==> config.mk <==
export PLATFORM = sky130hd
export DESIGN_NAME = frame_stream_pattern_checker_core
export DESIGN_NICKNAME = d
export VERILOG_FILES = /design/src/sv/fspc_pkg.sv /design/src/sv/fspc_step.sv /design/src/sv/frame_stream_pattern_checker_core.sv
export SDC_FILE = /design/constraint.sdc
export NUM_CORES = 1
export LEC_CHECK = 0
export BUFFER_PORTS_ARGS = -buffer_cell sky130_fd_sc_hd__buf_4
export CELL_PAD_IN_SITES_DETAIL_PLACEMENT = 0
export CELL_PAD_IN_SITES_GLOBAL_PLACEMENT = 1
export CORE_ASPECT_RATIO = 1.75
export CORE_MARGIN = 3
export CORE_UTILIZATION = 51
export DETAILED_ROUTE_END_ITERATION = 8
export PLACE_DENSITY = 0.95
export SLEW_MARGIN = 20
export SYNTH_ARGS = -nofsm -noshare
export SYNTH_HDL_FRONTEND = slang
export SYNTH_HIERARCHICAL = 1
export SYNTH_SLANG_ARGS = --single-unit
==> constraint.sdc <==
create_clock -name clk -period 10.25 [get_ports clk]
set_clock_uncertainty 0.05 [all_clocks]
set_input_delay 1.025 -clock clk [delete_from_list [all_inputs] [get_ports clk]]
set_output_delay 1.025 -clock clk [all_outputs]
set_load 0.05 [all_outputs]
==> src/sv/fspc_pkg.sv <==
// ----------------------------------------------------------------------------
// fspc_pkg: shared types and constants of the frame stream pattern checker
// Holds the frame parse phases, error codes and the state/result structs.
// ----------------------------------------------------------------------------
`default_nettype none

package fspc_pkg;

  typedef enum logic [1:0] {
    PH_HEADER  = 2'd0,
    PH_CONTENT = 2'd1,
    PH_PAD     = 2'd2
  } fspc_phase_t;

  localparam logic [2:0] ERR_NONE    = 3'd0;
  localparam logic [2:0] ERR_FRAME   = 3'd1;
  localparam logic [2:0] ERR_COUNT   = 3'd2;
  localparam logic [2:0] ERR_SOURCE  = 3'd3;
  localparam logic [2:0] ERR_CONTENT = 3'd4;
  localparam logic [2:0] ERR_SEQ     = 3'd5;

  localparam logic [0:0] CFG_PATTERN_ID  = 1'b0;
  localparam logic [0:0] CFG_PATTERN_VER = 1'b1;

  localparam logic [7:0] PATTERN_MARK  = 8'hbc;
  localparam logic [7:0] MIN_FRAME_CNT = 8'd4;
  localparam logic [7:0] MAX_FRAME_CNT = 8'd64;

  // Per-block parse state (the word counter lives in the top level, its
  // width follows the length parameter)
  typedef struct packed {
    logic [7:0]  last_fn;
    logic [15:0] last_seq;
    fspc_phase_t phase;
    logic [6:0]  frame_words;
    logic [6:0]  word_index;
    logic [1:0]  pad_left;
    logic        pattern_on;
    logic [2:0]  err;
  } fspc_state_t;

  typedef struct packed {
    logic       valid;
    logic       pass;
    logic [2:0] code;
  } fspc_result_t;

endpackage

`default_nettype wire

==> src/sv/fspc_step.sv <==
// ----------------------------------------------------------------------------
// fspc_step: per-word check logic
// Computes the next parse state and the block result for one payload word.
// ----------------------------------------------------------------------------
`default_nettype none

module fspc_step #(
  parameter int LENGTH_WIDTH = 16
) (
  input  fspc_pkg::fspc_state_t  st,
  input  logic [LENGTH_WIDTH-1:0] words_left,
  input  logic [15:0]             word,
  input  logic                    first,
  input  logic [LENGTH_WIDTH-1:0] block_words,
  input  logic [7:0]              sys_id,
  input  logic [7:0]              sys_ver,
  input  logic [7:0]              cfg_id,
  input  logic [7:0]              cfg_ver,
  output fspc_pkg::fspc_state_t  st_next,
  output logic [LENGTH_WIDTH-1:0] words_left_next,
  output fspc_pkg::fspc_result_t res
);
  import fspc_pkg::*;

  localparam int CW = LENGTH_WIDTH + 1;

  fspc_state_t             s;
  logic [LENGTH_WIDTH-1:0] wl;
  logic [LENGTH_WIDTH-1:0] wl_dec;
  logic [7:0]              num;
  logic [7:0]              cnt;
  logic [1:0]              pad;
  logic [CW-1:0]           need;
  logic [7:0]              idx_inc;
  logic [7:0]              idx_dec;
  logic                    hdr_ok_fn;
  logic                    last_word;

  assign num     = word[15:8];
  assign cnt     = word[7:0] + 8'd1;
  // header plus content padded to a multiple of four
  assign pad     = ~cnt[1:0];
  assign idx_inc = {1'b0, st.word_index} + 8'd1;
  assign idx_dec = {1'b0, st.word_index} - 8'd1;
  assign last_word = (idx_inc >= {1'b0, st.frame_words});

  always_comb begin
    s         = st;
    wl        = words_left;
    res       = '0;
    wl_dec    = '0;
    need      = '0;
    hdr_ok_fn = 1'b0;
    if (first) begin
      wl           = block_words;
      s.pattern_on = (sys_id == cfg_id) && (sys_ver == cfg_ver);
      s.err        = ERR_NONE;
      s.phase      = PH_HEADER;
      s.frame_words = '0;
      s.word_index = '0;
      s.pad_left   = '0;
    end
    if (first && block_words == '0) begin
      // empty block: report clean at once, word not examined
      res.valid = 1'b1;
      res.pass  = 1'b1;
      res.code  = ERR_NONE;
    end else if (wl != '0) begin
      wl_dec = wl - LENGTH_WIDTH'(1);
      wl     = wl_dec;
      if (s.err == ERR_NONE) begin
        unique case (s.phase)
          PH_CONTENT: begin
            if (s.pattern_on && st.word_index == 7'd0) begin
              if (word != 16'd0) s.err = ERR_SOURCE;
            end else if (s.pattern_on && !last_word) begin
              if (word[15:8] != PATTERN_MARK || word[7:0] != idx_dec) s.err = ERR_CONTENT;
            end else if (s.pattern_on) begin
              if (st.last_seq != 16'd0 && word != st.last_seq + 16'd1) s.err = ERR_SEQ;
              else s.last_seq = word;
            end
            if (s.err == ERR_NONE) begin
              s.word_index = idx_inc[6:0];
              if (last_word) s.phase = (st.pad_left != 2'd0) ? PH_PAD : PH_HEADER;
            end
          end
          PH_PAD: begin
            s.pad_left = st.pad_left - 2'd1;
            if (s.pad_left == 2'd0) s.phase = PH_HEADER;
          end
          default: begin
            hdr_ok_fn = (st.last_fn == 8'd0) || (num == st.last_fn + 8'd1);
            need      = CW'(cnt) + CW'(pad);
            if (!hdr_ok_fn) begin
              s.err = ERR_FRAME;
            end else begin
              s.last_fn = num;
              if (cnt < MIN_FRAME_CNT || cnt > MAX_FRAME_CNT || need > {1'b0, wl_dec}) begin
                s.err = ERR_COUNT;
              end else begin
                s.frame_words = cnt[6:0];
                s.word_index  = '0;
                s.pad_left    = pad;
                s.phase       = PH_CONTENT;
              end
            end
          end
        endcase
      end
      if (wl_dec == '0) begin
        res.valid = 1'b1;
        res.pass  = (s.err == ERR_NONE);
        res.code  = s.err;
      end
    end
    st_next         = s;
    words_left_next = wl;
  end

endmodule

`default_nettype wire

==> src/sv/frame_stream_pattern_checker_core.sv <==
// ----------------------------------------------------------------------------
// frame_stream_pattern_checker_core: block/frame stream checker
// Checks frame numbering, frame sizes and generator pattern content of the
// payload words of a data block; gives one pass/error result per block.
// ----------------------------------------------------------------------------
//  channel | signals                                      | direction
//  --------+----------------------------------------------+----------
//  input   | in_valid/in_ready, word, first, block_words,  | in
//          | sys_id, sys_ver                              |
//  result  | out_valid/out_ready, pass, error_code        | out
//  config  | cfg_wr_en, cfg_index, cfg_data               | in
//
//  One word per cycle while the result is not stalled. A word passes an
//  input register, then the check logic updates the parse state and, on
//  the block's last word (or an empty block), loads the result register,
//  which holds the result until it transfers. Reset clears all parse
//  state, both config registers and both valid flags. A stalled result
//  holds the input register; while the result waits the input side takes
//  at most one more word, into an empty input register, then stalls.
// ----------------------------------------------------------------------------
`default_nettype none

module frame_stream_pattern_checker_core #(
  parameter int LENGTH_WIDTH = 16
) (
  input  logic                    clk,
  input  logic                    rst,
  // input channel
  input  logic                    in_valid,
  output logic                    in_ready,
  input  logic [15:0]             word,
  input  logic                    first,
  input  logic [LENGTH_WIDTH-1:0] block_words,
  input  logic [7:0]              sys_id,
  input  logic [7:0]              sys_ver,
  // result channel
  output logic                    out_valid,
  input  logic                    out_ready,
  output logic                    pass,
  output logic [2:0]              error_code,
  // configuration write port
  input  logic                    cfg_wr_en,
  input  logic [0:0]              cfg_index,
  input  logic [7:0]              cfg_data
);
  import fspc_pkg::*;

  // configuration
  logic [7:0] cfg_id;
  logic [7:0] cfg_ver;

  // input register
  logic                    s1_valid;
  logic [15:0]             s1_word;
  logic                    s1_first;
  logic [LENGTH_WIDTH-1:0] s1_block_words;
  logic [7:0]              s1_sys_id;
  logic [7:0]              s1_sys_ver;

  // parse state
  fspc_state_t             st;
  fspc_state_t             st_next;
  logic [LENGTH_WIDTH-1:0] words_left;
  logic [LENGTH_WIDTH-1:0] words_left_next;
  fspc_result_t            res;

  logic s1_fire;
  logic in_xfer;

  // advance the input register whenever the result register can take a value
  assign s1_fire  = s1_valid && (!out_valid || out_ready);
  assign in_ready = !s1_valid || s1_fire;
  assign in_xfer  = in_valid && in_ready;

  always_ff @(posedge clk) begin
    if (rst) begin
      cfg_id  <= '0;
      cfg_ver <= '0;
    end else if (cfg_wr_en) begin
      unique case (cfg_index)
        CFG_PATTERN_ID:  cfg_id  <= cfg_data;
        CFG_PATTERN_VER: cfg_ver <= cfg_data;
        default: ;
      endcase
    end
  end

  always_ff @(posedge clk) begin
    if (rst) begin
      s1_valid <= 1'b0;
    end else if (in_xfer) begin
      s1_valid <= 1'b1;
    end else if (s1_fire) begin
      s1_valid <= 1'b0;
    end
  end

  // payload of the input register, no reset
  always_ff @(posedge clk) begin
    if (in_xfer) begin
      s1_word        <= word;
      s1_first       <= first;
      s1_block_words <= block_words;
      s1_sys_id      <= sys_id;
      s1_sys_ver     <= sys_ver;
    end
  end

  fspc_step #(
    .LENGTH_WIDTH(LENGTH_WIDTH)
  ) u_step (
    .st              (st),
    .words_left      (words_left),
    .word            (s1_word),
    .first           (s1_first),
    .block_words     (s1_block_words),
    .sys_id          (s1_sys_id),
    .sys_ver         (s1_sys_ver),
    .cfg_id          (cfg_id),
    .cfg_ver         (cfg_ver),
    .st_next         (st_next),
    .words_left_next (words_left_next),
    .res             (res)
  );

  // parse state advances once per word leaving the input register
  always_ff @(posedge clk) begin
    if (rst) begin
      st         <= '{phase: PH_HEADER, default: '0};
      words_left <= '0;
    end else if (s1_fire) begin
      st         <= st_next;
      words_left <= words_left_next;
    end
  end

  // result register: load on a finishing word, drop once transferred
  always_ff @(posedge clk) begin
    if (rst) begin
      out_valid <= 1'b0;
    end else if (s1_fire && res.valid) begin
      out_valid <= 1'b1;
    end else if (out_ready) begin
      out_valid <= 1'b0;
    end
  end

  always_ff @(posedge clk) begin
    if (s1_fire && res.valid) begin
      pass       <= res.pass;
      error_code <= res.code;
    end
  end

endmodule

`default_nettype wire

After elaboration in Yosys (flattened, before gate mapping)
Cells that the tools add are included.
{"block": "word_totals", "ff_bits": 133, "inputBits": 63, "output_inout_bits": 6, "elab_cells": 129}
{"block": "op_classes", "addsub": 8, "order_cmp": 4, "eq_ne": 8, "mux": 43, "bitwise": 9, "n_reduce_logical": 37}
{"operator": "two-way mux 18 bit", "n": 5}
{"operator": "two-way mux 3 bit", "n": 17}
{"operator": "two-way mux 16 bit", "n": 3}
{"operator": "nonzero test 16 bit", "n": 3}
{"operator": "zero test 16 bit", "n": 2}
{"operator": "== test 8 bit", "n": 3}
{"operator": "two-way mux 22 bit", "n": 1}
{"operator": "greater-than comparator 17 x 16 -> 1 bit", "n": 1}
{"operator": "adder 16 x 1 -> 16 bit (second input constant)", "n": 1}
{"operator": "adder 8 x 1 -> 8 bit (second input constant)", "n": 2}
{"operator": "inequality test 16 bit", "n": 1}
{"operator": "subtractor 16 x 1 -> 16 bit (second input constant)", "n": 1}
{"operator": "two-way mux 5 bit", "n": 3}
{"operator": "two-way mux 7 bit", "n": 2}
{"operator": "one-hot mux 7 bit (2 select lines)", "n": 1}
{"operator": "adder 8 x 2 -> 9 bit", "n": 1}
{"operator": "zero test 3 bit", "n": 3}
{"operator": "AND reduction 9 bit", "n": 1}
{"operator": "adder 7 x 1 -> 8 bit (second input constant)", "n": 1}
{"operator": ">= comparator 8 x 7 -> 1 bit", "n": 1}
{"operator": "greater-than comparator 8 x 7 -> 1 bit (second input constant)", "n": 1}
{"operator": "logical AND 1 bit", "n": 8}
{"operator": "zero test 8 bit", "n": 1}
{"operator": "< comparator 8 x 3 -> 1 bit (second input constant)", "n": 1}
{"operator": "other kinds (21)", "n": 45}

Depth between registers and ports, before layout
Gate-level depths: netlist of run 1.
{"block": "depth", "depth_word": 21, "depth_mapped": 23, "mapped_depth_nobuf": 16}

By module
Netlist of run 1, hierarchy kept.
{"module": "frame_stream_pattern_checker_core", "instances": 1, "cells_per_inst": 406, "area_each_um2": 5106.1, "seq_area_each_um2": 3193.1}
{"module": "fspc_step", "instances": 1, "cells_per_inst": 595, "area_each_um2": 4052.6, "seq_area_each_um2": 0.0}

Worst setup path after synthesis of run 1
No wires, ideal clock.
{"block": "synth_timing", "kind": "register -> register", "startpoint": "register s1_first", "endpoint": "register st[9] (netlist name)", "setup_ps": 118, "t_arrival_ps": 4780, "t_required_ps": 10082, "slack_ps": 5301, "stages_incl_launch_ff": 23, "path_buffers": 6, "period_less_slack_ps": 4949, "cell_sequence": "edfxtp_1 > buf_4 > buf_6 > clkbuf_1 > buf_1 > mux2i_1 > ha_1 > clkbuf_1 > o21a_1 > xor2_1 > ha_1 > o21ai_0 > a21oi_1 > a2111oi_0 > nor4_1 > a311o_1 > or3_1 > buf_6 > nand2_4 > o21ai_2 > a221o_1 > nand2b_1 > mux2i_1"}
{"element": "start: declaration", "line_no": "frame_stream_pattern_checker_core.sv:55", "text": "logic s1_first;"}
{"element": "start signal: assignment", "line_no": "frame_stream_pattern_checker_core.sv:102", "text": "s1_first <= first;"}

==> metrics.sh, run 1 <==
RESULT_OF_THE_RUN='completed'
POST_DRT_WL_PER_CELL_UM=16.51
DRIVE_ABOVE_1_SHARE_PCT=13.96
VDD_IR_DROP_MAX_mV=0.1489
DRT_FIRST_PASS_ITERS=5
FINALHOLDWORSTSLACK_NS=0.4175
RRSETUPSLACK_NS=5.36
PIN_COUNT=69
DP.FINAL_HPWL_MM=15.14
MOST-COMMON-LAYOUT-CELLS='sky130_fd_sc_hd__nand2b_1, sky130_fd_sc_hd__mux2i_1, sky130_fd_sc_hd__dfxtp_1'
WORST_SKEW_PAIR.LATE_LATENCY_NS=0.44
SYN-NUM-NETS=1092
WORSTREG2REGSTART='s1_first$_DFFE_PP_'
DIE_Y_UM=183.3
POSTSYNTHAREAPERCELL_UM2=9.150
CLK_SINK_COUNT=133
CRITICAL_PATH.CELL_CHAIN='buf_4 > inv_1 > o21ai_0 > o21ai_0 > xnor2_1 > ha_1 > a2111oi_0 > nor4_1 > a311o_1 > or3_1 > nand2_4 > o21ai_2 > a221o_1 > nand2b_1 > mux2i_1'
POST-CTS-SETUP-BUFFERS=0
FIN_CRIT_SH_PCT=47.75
GRT_SETUP_UNREPAIRED='false'
SYNTH-WARNING-COUNT=6
CRITPATHLAUNCHTYPE='flip-flop'
FINALHOLDVIOLATIONS=0
CRITICAL_PATH.ENDPOINT_TYPE='flip-flop'
CP_COMMON_CELL='sky130_fd_sc_hd__o21ai_0'
DIE_WIDTH_UM=107.3
CP_SLOWEST_STAGE_DELAY_NS=0.68
SYNTH.TOP_CELLS.BY_AREA='sky130_fd_sc_hd__dfxtp_1, sky130_fd_sc_hd__edfxtp_1, sky130_fd_sc_hd__nand2b_1, sky130_fd_sc_hd__mux2i_1, sky130_fd_sc_hd__xnor2_1'
GRT_START_MAX_NET_PINS=143
ANTENNA_FOUND_INITIAL=0
SYNTHDOMINANTAREACELLTYPE='sky130_fd_sc_hd__dfxtp_1'
DRV_CAP=0
FLOW.AREA_GROWTH_FROM_SYNTHESIS_PCT=10.93
FIN_CRIT_NS=4.894
PLACEMENT_ROWS=64
FILLERS=1545
NUMBER_OF_FLIP_FLOPS_AND_LATCHES_IN_THE_SYNTHESIZED_NETLIST=133
CRITICAL_PATH_REQUIRED_NS=10.51
STARTING_DENSITY_PCT=52.23
WORSTSETUPPATHTYPE='reg -> reg'
FMAX_ACHIEVED_GHz=0.2043
TIMING.CRITICAL_PATH.ARRIVAL_NS=5.15
YS_SEQ_AREA_SHARE_PCT=34.86
CTS.CLK_SLEW.WORST_PATHS_NS=0.06
PLACE.GP.CONGESTION=0.9278
NNETSFINAL=1124
TIMING.SLEW.HEADROOM_PCT=35.43
DETAIL-ROUTE-ANTENNA-NETS=0
IO_BUFFERS=68
ASYNC_RESET_FF_SHARE_PCT=0
GRT_PASS1_WL_MM=34.20
INSTANCES_NO_FILL=1277
TIMING.FINAL.MAX_SLEW_VIOLATIONS=0
CP-ENDPOINT='st[9]$_SDFFE_PP0P_'
CTS_ROOT_BUF='sky130_fd_sc_hd__clkbuf_16'
PLACED_CELLS=1244
DOMINANTREGCELLSYNTH='sky130_fd_sc_hd__dfxtp_1'
VIA_PER_INST=5.672
ROUTE.DETAILED.DRC=0
SYN-INSTANCE-COUNT=1001
POSTCTSHOLDBUFS=0
VIAS_IN_THE_FIRST_GLOBAL_ROUTE=7191
TIMING.CRITICAL_PATH.SLOWEST_STAGE_CELL='sky130_fd_sc_hd__or3_1'
SYNTH_TOP_AREA_SHARE_PCT=17.49
DIE_AREA_UM2=19670
CTS-RESIZED-GATES=0
SYN_AREA_UM2=9159
CRIT_PATH_MAX_FANOUT=42
FINAL.SETUP.TNS_NS=0
FINAL_COMMON_CELL='sky130_fd_sc_hd__nand2b_1'
SYNTH_EDF_COUNT=53
DETAILEDROUTE.FIRSTITERATIONVIOLATIONS=315
GLOBAL_ROUTE.OVERFLOW_TOTAL=0
CRIT-REG2REG-CAPTURE='st[9]$_SDFFE_PP0P_'
NUM_VIAS=7243
TRITONCTS='built'
TRITONCTS.NUM_BUFFERS=17
CTS_MAX_LEVEL=4
GLOBALROUTETOTALUTIL_PCT=21.99
SETUP_VIOL_COUNT_FINAL=0
MAXIMUM_COUNT_OF_CLOCK_BUFFERS_ALONG_A_SINGLE_PATH=2
P_LEAK_uW=0.003806
WORST_SLEW_PIN_SLEW_NS=0.9685
NUM_ANTENNA_CELLS=0
HOLD_CLASS='reg -> reg'
STARTPOINT='s1_first$_DFFE_PP_'
SYNTHDISTINCTLIBCELLS=78
FLOORPLAN.CORE_AREA_UM2=17540
POWER-PER-CELL-AREA_nW_PER_UM2=148.4
DRT_WIRELENGTH_MM=21.08
R2R_CELLS=15
==> state kept, by name (all words and copies together), names as in the netlist, 8 cells and up <==
signal	cells
cfg_id	8
cfg_ver	8
s1_block_words	16
s1_sys_id	8
s1_sys_ver	8
s1_word	16
st	46
words_left	16
==> worst max-delay path, delay by kind of cell, from the launching register on <==
family	cells	cell delay, ns
AOI/OAI and AO/OA	6	1.81
xor gates and xnor gates	1	0.31
adders and majority gates	1	0.32
buffers and inverters	2	0.88
DFF	1	0.32
muxes	1	0.06
and+or+nand+nor	4	1.01
==> Yosys cell counts (17+ instances only) <==
master,count
sky130_fd_sc_hd__edfxtp_1,53
sky130_fd_sc_hd__inv_1,36
sky130_fd_sc_hd__ha_1,28
sky130_fd_sc_hd__clkbuf_1,30
sky130_fd_sc_hd__dfxtp_1,80
sky130_fd_sc_hd__nor2_1,54
sky130_fd_sc_hd__nand3_1,42
sky130_fd_sc_hd__a21oi_1,39
sky130_fd_sc_hd__mux2_2,23
sky130_fd_sc_hd__nand2_1,71
sky130_fd_sc_hd__nor3_1,33
sky130_fd_sc_hd__mux2i_1,81
sky130_fd_sc_hd__nand4_1,17
sky130_fd_sc_hd__nand2b_1,130
sky130_fd_sc_hd__xnor2_1,50
sky130_fd_sc_hd__o21ai_0,26
sky130_fd_sc_hd__xor2_1,32
==> through the flow <==
step	area (µm²)	setup WS, ns	total power, µW	util [%]
floorplan	9159	5.302	853.1	-
global placement	9569	5.497	920.1	54.57
detailed placement	9569	5.394	924.1	54.57
CTS	10140	5.384	1518	57.82
global route	10160	4.930	1582	57.93
finish	10160	5.356	1508	57.93
==> worst min path at each step <==
stage               cells past startpoint  slack (ns)                       to               startpoint
floorplan                               2        0.40      st[28]$_SDFFE_PP0P_      st[28]$_SDFFE_PP0P_
global placement                        2        0.41  cfg_ver[4]$_SDFFE_PP0P_  cfg_ver[4]$_SDFFE_PP0P_
detailed placement                      2        0.41  cfg_ver[5]$_SDFFE_PP0P_  cfg_ver[5]$_SDFFE_PP0P_
CTS                                     2        0.42  cfg_ver[5]$_SDFFE_PP0P_  cfg_ver[5]$_SDFFE_PP0P_
global route                            2        0.44  cfg_ver[4]$_SDFFE_PP0P_  cfg_ver[4]$_SDFFE_PP0P_
finish                                  2        0.42  cfg_ver[5]$_SDFFE_PP0P_  cfg_ver[5]$_SDFFE_PP0P_
==> logic make-up (layout without fill, tap and decap cells) <==
logic type | Yosys count | after routing | share of synthesized area [%]
adders and majority gates | 28 | 28 | 3.825
DFF | 133 | 133 | 34.86
AOI/OAI and AO/OA | 135 | 135 | 9.987
muxes | 107 | 107 | 12.05
xor gates and xnor gates | 83 | 83 | 8.019
buffers and inverters | 96 | 141 | 6.065
and+or+nand+nor | 419 | 419 | 25.19
==> area by class of cell <==
class | count | area (µm²) | area share, %
inverters | 36 | 135.1 | 1.330
well taps | 231 | 289.0 | 2.845
repair buffers | 73 | 560.5 | 5.517
multi-input cells | 772 | 5411 | 53.26
clock inverters | 15 | 145.1 | 1.429
clock buffers | 17 | 425.4 | 4.187
flip-flops and latches | 133 | 3193 | 31.43
==> per-layer routing <==
layer | GRT usage (%) | vias to the layer above | routed length [µm]
li1 | - | 3590 | -
met1 | 22.57 | 3438 | 8065
met2 | 40.81 | 152 | 11480
met3 | 3.698 | 63 | 579
met5 | 0 | - | 0
met4 | 13.21 | 0 | 955
==> where the power goes <==
group	leakage, µW	switching, µW	internal [µW]	total [µW]
sequential	0.00117	37.2	582	620
combinational	0.00236	160	136	296
clock	0.000273	253	339	592
Power figures use the tool's default switching activity.
==> inputs of run 2 (changes only) <==
- ABC_AREA: default -> 1
- CORE_UTILIZATION: 51 -> 44
- PLACE_DENSITY: 0.95 -> 0.92
- clock period: 10.25 -> 4.95 ns (I/O delays scaled with it)
==> metrics.sh, run 2 <==
R2R_CELLS=22
WORSTSETUPPATHTYPE='reg -> reg'
DRT_FIRST_PASS_ITERS=7
CTS.CLK_SLEW.WORST_PATHS_NS=0.06
WORST_SKEW_PAIR.LATE_LATENCY_NS=0.43
NUM_ANTENNA_CELLS=0
POST-CTS-SETUP-BUFFERS=0
VDD_IR_DROP_MAX_mV=0.2741
POST_DRT_WL_PER_CELL_UM=14.54
MAXIMUM_COUNT_OF_CLOCK_BUFFERS_ALONG_A_SINGLE_PATH=2
CRIT_PATH_MAX_FANOUT=19
SYNTHDOMINANTAREACELLTYPE='sky130_fd_sc_hd__dfxtp_1'
CRITICAL_PATH.ENDPOINT_TYPE='flip-flop'
GLOBALROUTETOTALUTIL_PCT=21.30
SYNTH.MOST_COMMON_CELL='sky130_fd_sc_hd__nand2_1'
DIE_WIDTH_UM=117.9
SYNTH_TOP_AREA_SHARE_PCT=16.62
TIMING.SLEW.HEADROOM_PCT=29.91
TIMING.CRITICAL_PATH.ARRIVAL_NS=4.46
SYN-INSTANCE-COUNT=1442
POSTCTSHOLDBUFS=0
DRT_WIRELENGTH_MM=25.88
CTS_ROOT_BUF='sky130_fd_sc_hd__clkbuf_16'
YS_SEQ_AREA_SHARE_PCT=33.13
VIAS_IN_THE_FIRST_GLOBAL_ROUTE=8474
SYNTH-WARNING-COUNT=6
DOMINANTREGCELLSYNTH='sky130_fd_sc_hd__dfxtp_1'
P_LEAK_uW=0.004964
PIN_COUNT=69
TIMING.FINAL.MAX_SLEW_VIOLATIONS=0
FINAL.SETUP.TNS_NS=0
VIA_PER_INST=5.102
PLACEMENT_ROWS=71
HOLD_PATH_END='s1_valid$_SDFFE_PP0P_'
DP.FINAL_HPWL_MM=19.15
DRIVE_ABOVE_1_SHARE_PCT=12.23
TRITONCTS='built'
REGMOSTFLOPS='st'
NUMBER_OF_FLIP_FLOPS_UNDER_THE_LARGEST_REGISTER_NAME=46
FINALHOLDVIOLATIONS=0
RRSETUPSLACK_NS=0.80
GRT_SETUP_UNREPAIRED='false'
DIE_Y_UM=201.8
CTS-RESIZED-GATES=0
WORST_SLEW_PIN_SLEW_NS=1.050
YS_TOP_CELLS_BY_COUNT='sky130_fd_sc_hd__nand2_1, sky130_fd_sc_hd__inv_1, sky130_fd_sc_hd__nor2_1'
ANTENNA_FOUND_INITIAL=0
ROUTE.DETAILED.DRC=0
NUMBER_OF_FLIP_FLOPS_AND_LATCHES_IN_THE_SYNTHESIZED_NETLIST=133
DETAILEDROUTE.FIRSTITERATIONVIOLATIONS=543
FMAX_ACHIEVED_GHz=0.2412
GRT_PASS1_WL_MM=40.73
SYNTH_EDF_COUNT=53
CRITICAL_PATH_REQUIRED_NS=5.27
TRITONCTS.NUM_BUFFERS=17
CRIT-REG2REG-CAPTURE='st[7]$_SDFFE_PP0P_'
SYNTHDISTINCTLIBCELLS=52
DETAIL-ROUTE-ANTENNA-NETS=0
SYN-NUM-NETS=1533
GLOBAL_ROUTE.OVERFLOW_TOTAL=0
FINAL_COMMON_CELL='sky130_fd_sc_hd__nand2_1'
UTILIZATION_PCT=49.90
SYN_AREA_UM2=9637
FLOW.AREA_GROWTH_FROM_SYNTHESIS_PCT=11.32
NUM_VIAS=9082
IO_BUFFERS=68
STARTING_DENSITY_PCT=44.83
WORSTREG2REGSTART='s1_first$_DFFE_PP_'
PLACE.GP.CONGESTION=0.9177
FIN_CRIT_NS=4.146
HOLD_CLASS='in -> reg'
RESULT_OF_THE_RUN='completed'
DIE_AREA_UM2=23780
POSTSYNTHAREAPERCELL_UM2=6.683
CTS_MAX_LEVEL=4
NNETSFINAL=1566
MOST-COMMON-LAYOUT-CELLS='sky130_fd_sc_hd__nand2_1, sky130_fd_sc_hd__inv_1, sky130_fd_sc_hd__nor2_1'
DRV_CAP=0
MIN_PATH_CELLS=2
FLOORPLAN.CORE_AREA_UM2=21500
CRITPATHLAUNCHTYPE='flip-flop'
SYNTH.TOP_CELLS.BY_AREA='sky130_fd_sc_hd__dfxtp_1, sky130_fd_sc_hd__edfxtp_1, sky130_fd_sc_hd__nand2_1, sky130_fd_sc_hd__inv_1, sky130_fd_sc_hd__nor2_1'
HOLD_PATH_STARTPOINT='rst'
FIN_CRIT_SH_PCT=83.77
ASYNC_RESET_FF_SHARE_PCT=0
GRT_START_MAX_NET_PINS=80
CLK_SINK_COUNT=133
SETUP_VIOL_COUNT_FINAL=0
POWER-PER-CELL-AREA_nW_PER_UM2=288.9
==> run 2: cell types whose count changed in the layout (fill, tap and decap cells not counted), sizes merged, moves of 11 or more <==
cell / before / now
o21ai: 31 / 97
nand2b: 130 / 0
xor2: 33 / 44
nand3: 42 / 113
nor3: 34 / 14
inv: 43 / 218
mux2i: 81 / 1
nor2b: 16 / 0
nor2: 55 / 215
xnor2: 50 / 14
nand2: 73 / 353
a21oi: 39 / 110
mux2: 26 / 0
==> run 2: power by group <==
part | switching [µW] | total [µW] | internal (µW)
registers | 81.8 | 1290 | 1210
logic | 395 | 636 | 241
clock network | 521 | 1170 | 653
total | 998 | 3100 | 2100
==> run 2: stage by stage <==
step	cell area, µm²	std cells	setup slack (ns)	power (µW)	hold WS [ns]
6_report	10730	1780	0.8036	3100	0.1778
2_1_floorplan	9637	1442	1.600	1774	0.3962
4_1_cts	10730	1780	0.8089	3135	0.1563
3_5_place_dp	10180	1748	0.8257	1944	0.4175
5_1_grt	10730	1780	0.3805	3272	0.1644
3_3_place_gp	10180	1748	0.9228	1934	0.4100
==> run 2: logic make-up (layout without fill, tap and decap cells) <==
logic type                 Yosys count  count (layout)  share of synthesized area [%]
and+or+nand+nor                    725             725                          32.71
buffers and inverters              275             321                          12.41
AOI/OAI and AO/OA                  222             222                          12.74
DFF                                133             133                          33.13
xor gates and xnor gates            58              58                          5.271
adders and majority gates           28              28                          3.635
muxes                                1               1                         0.1039
==> run 2: cell type report <==
| type | instances | area [µm²] |
|---|---|---|
| clock buffers | 18 | 429.2 |
| clock inverters | 14 | 118.9 |
| fillers | 2214 | 10770 |
| inverters | 215 | 809.5 |
| multi-input cells | 1034 | 5253 |
| flip-flops and latches | 133 | 3197 |
| well taps | 292 | 365.4 |
| repair buffers | 74 | 555.5 |
==> run 2: how the worst max path moves through the flow <==
stage / from / end / slack, ns / cells after the start
2_1_floorplan: s1_first$_DFFE_PP_ / st[15]$_SDFFE_PP0P_ / 1.60 / 27
3_3_place_gp: s1_first$_DFFE_PP_ / st[38]$_SDFFE_PP0P_ / 0.92 / 17
3_5_place_dp: s1_first$_DFFE_PP_ / st[7]$_SDFFE_PP0P_ / 0.83 / 22
4_1_cts: s1_first$_DFFE_PP_ / st[7]$_SDFFE_PP0P_ / 0.81 / 22
5_1_grt: s1_first$_DFFE_PP_ / st[7]$_SDFFE_PP0P_ / 0.38 / 22
6_report: s1_first$_DFFE_PP_ / st[7]$_SDFFE_PP0P_ / 0.80 / 22
==> run 2: per-layer routing <==
metal  vias to the layer above  global-route usage [%]  share of wire [%]
met5                         -                       0                  0
met4                         0                   13.00                5.1
met3                        78                   3.052                3.1
met2                       241                   41.39                 54
met1                      4117                   20.88                 38
li1                       4646                       -                  -
==> run 2: worst max-delay path, stage by stage (launching register included) <==
cell and delay, ns:
sky130_fd_sc_hd__edfxtp_1 0.82, sky130_fd_sc_hd__buf_4 0.39, sky130_fd_sc_hd__nand2_1 0.10, sky130_fd_sc_hd__o21ai_2 0.10
sky130_fd_sc_hd__nand2_1 0.12, sky130_fd_sc_hd__nor2_2 0.18, sky130_fd_sc_hd__xor2_1 0.28, sky130_fd_sc_hd__ha_1 0.19
sky130_fd_sc_hd__nand2_1 0.07, sky130_fd_sc_hd__o21ai_0 0.17, sky130_fd_sc_hd__a21oi_1 0.09, sky130_fd_sc_hd__o21ai_0 0.14
sky130_fd_sc_hd__o31a_1 0.17, sky130_fd_sc_hd__nand4_2 0.16, sky130_fd_sc_hd__nand3_2 0.16, sky130_fd_sc_hd__nand2_1 0.08
sky130_fd_sc_hd__inv_2 0.13, sky130_fd_sc_hd__a21oi_1 0.08, sky130_fd_sc_hd__a21oi_1 0.28, sky130_fd_sc_hd__inv_1 0.06
sky130_fd_sc_hd__nand3_1 0.08, sky130_fd_sc_hd__nand2_1 0.06, sky130_fd_sc_hd__nor2_1 0.12
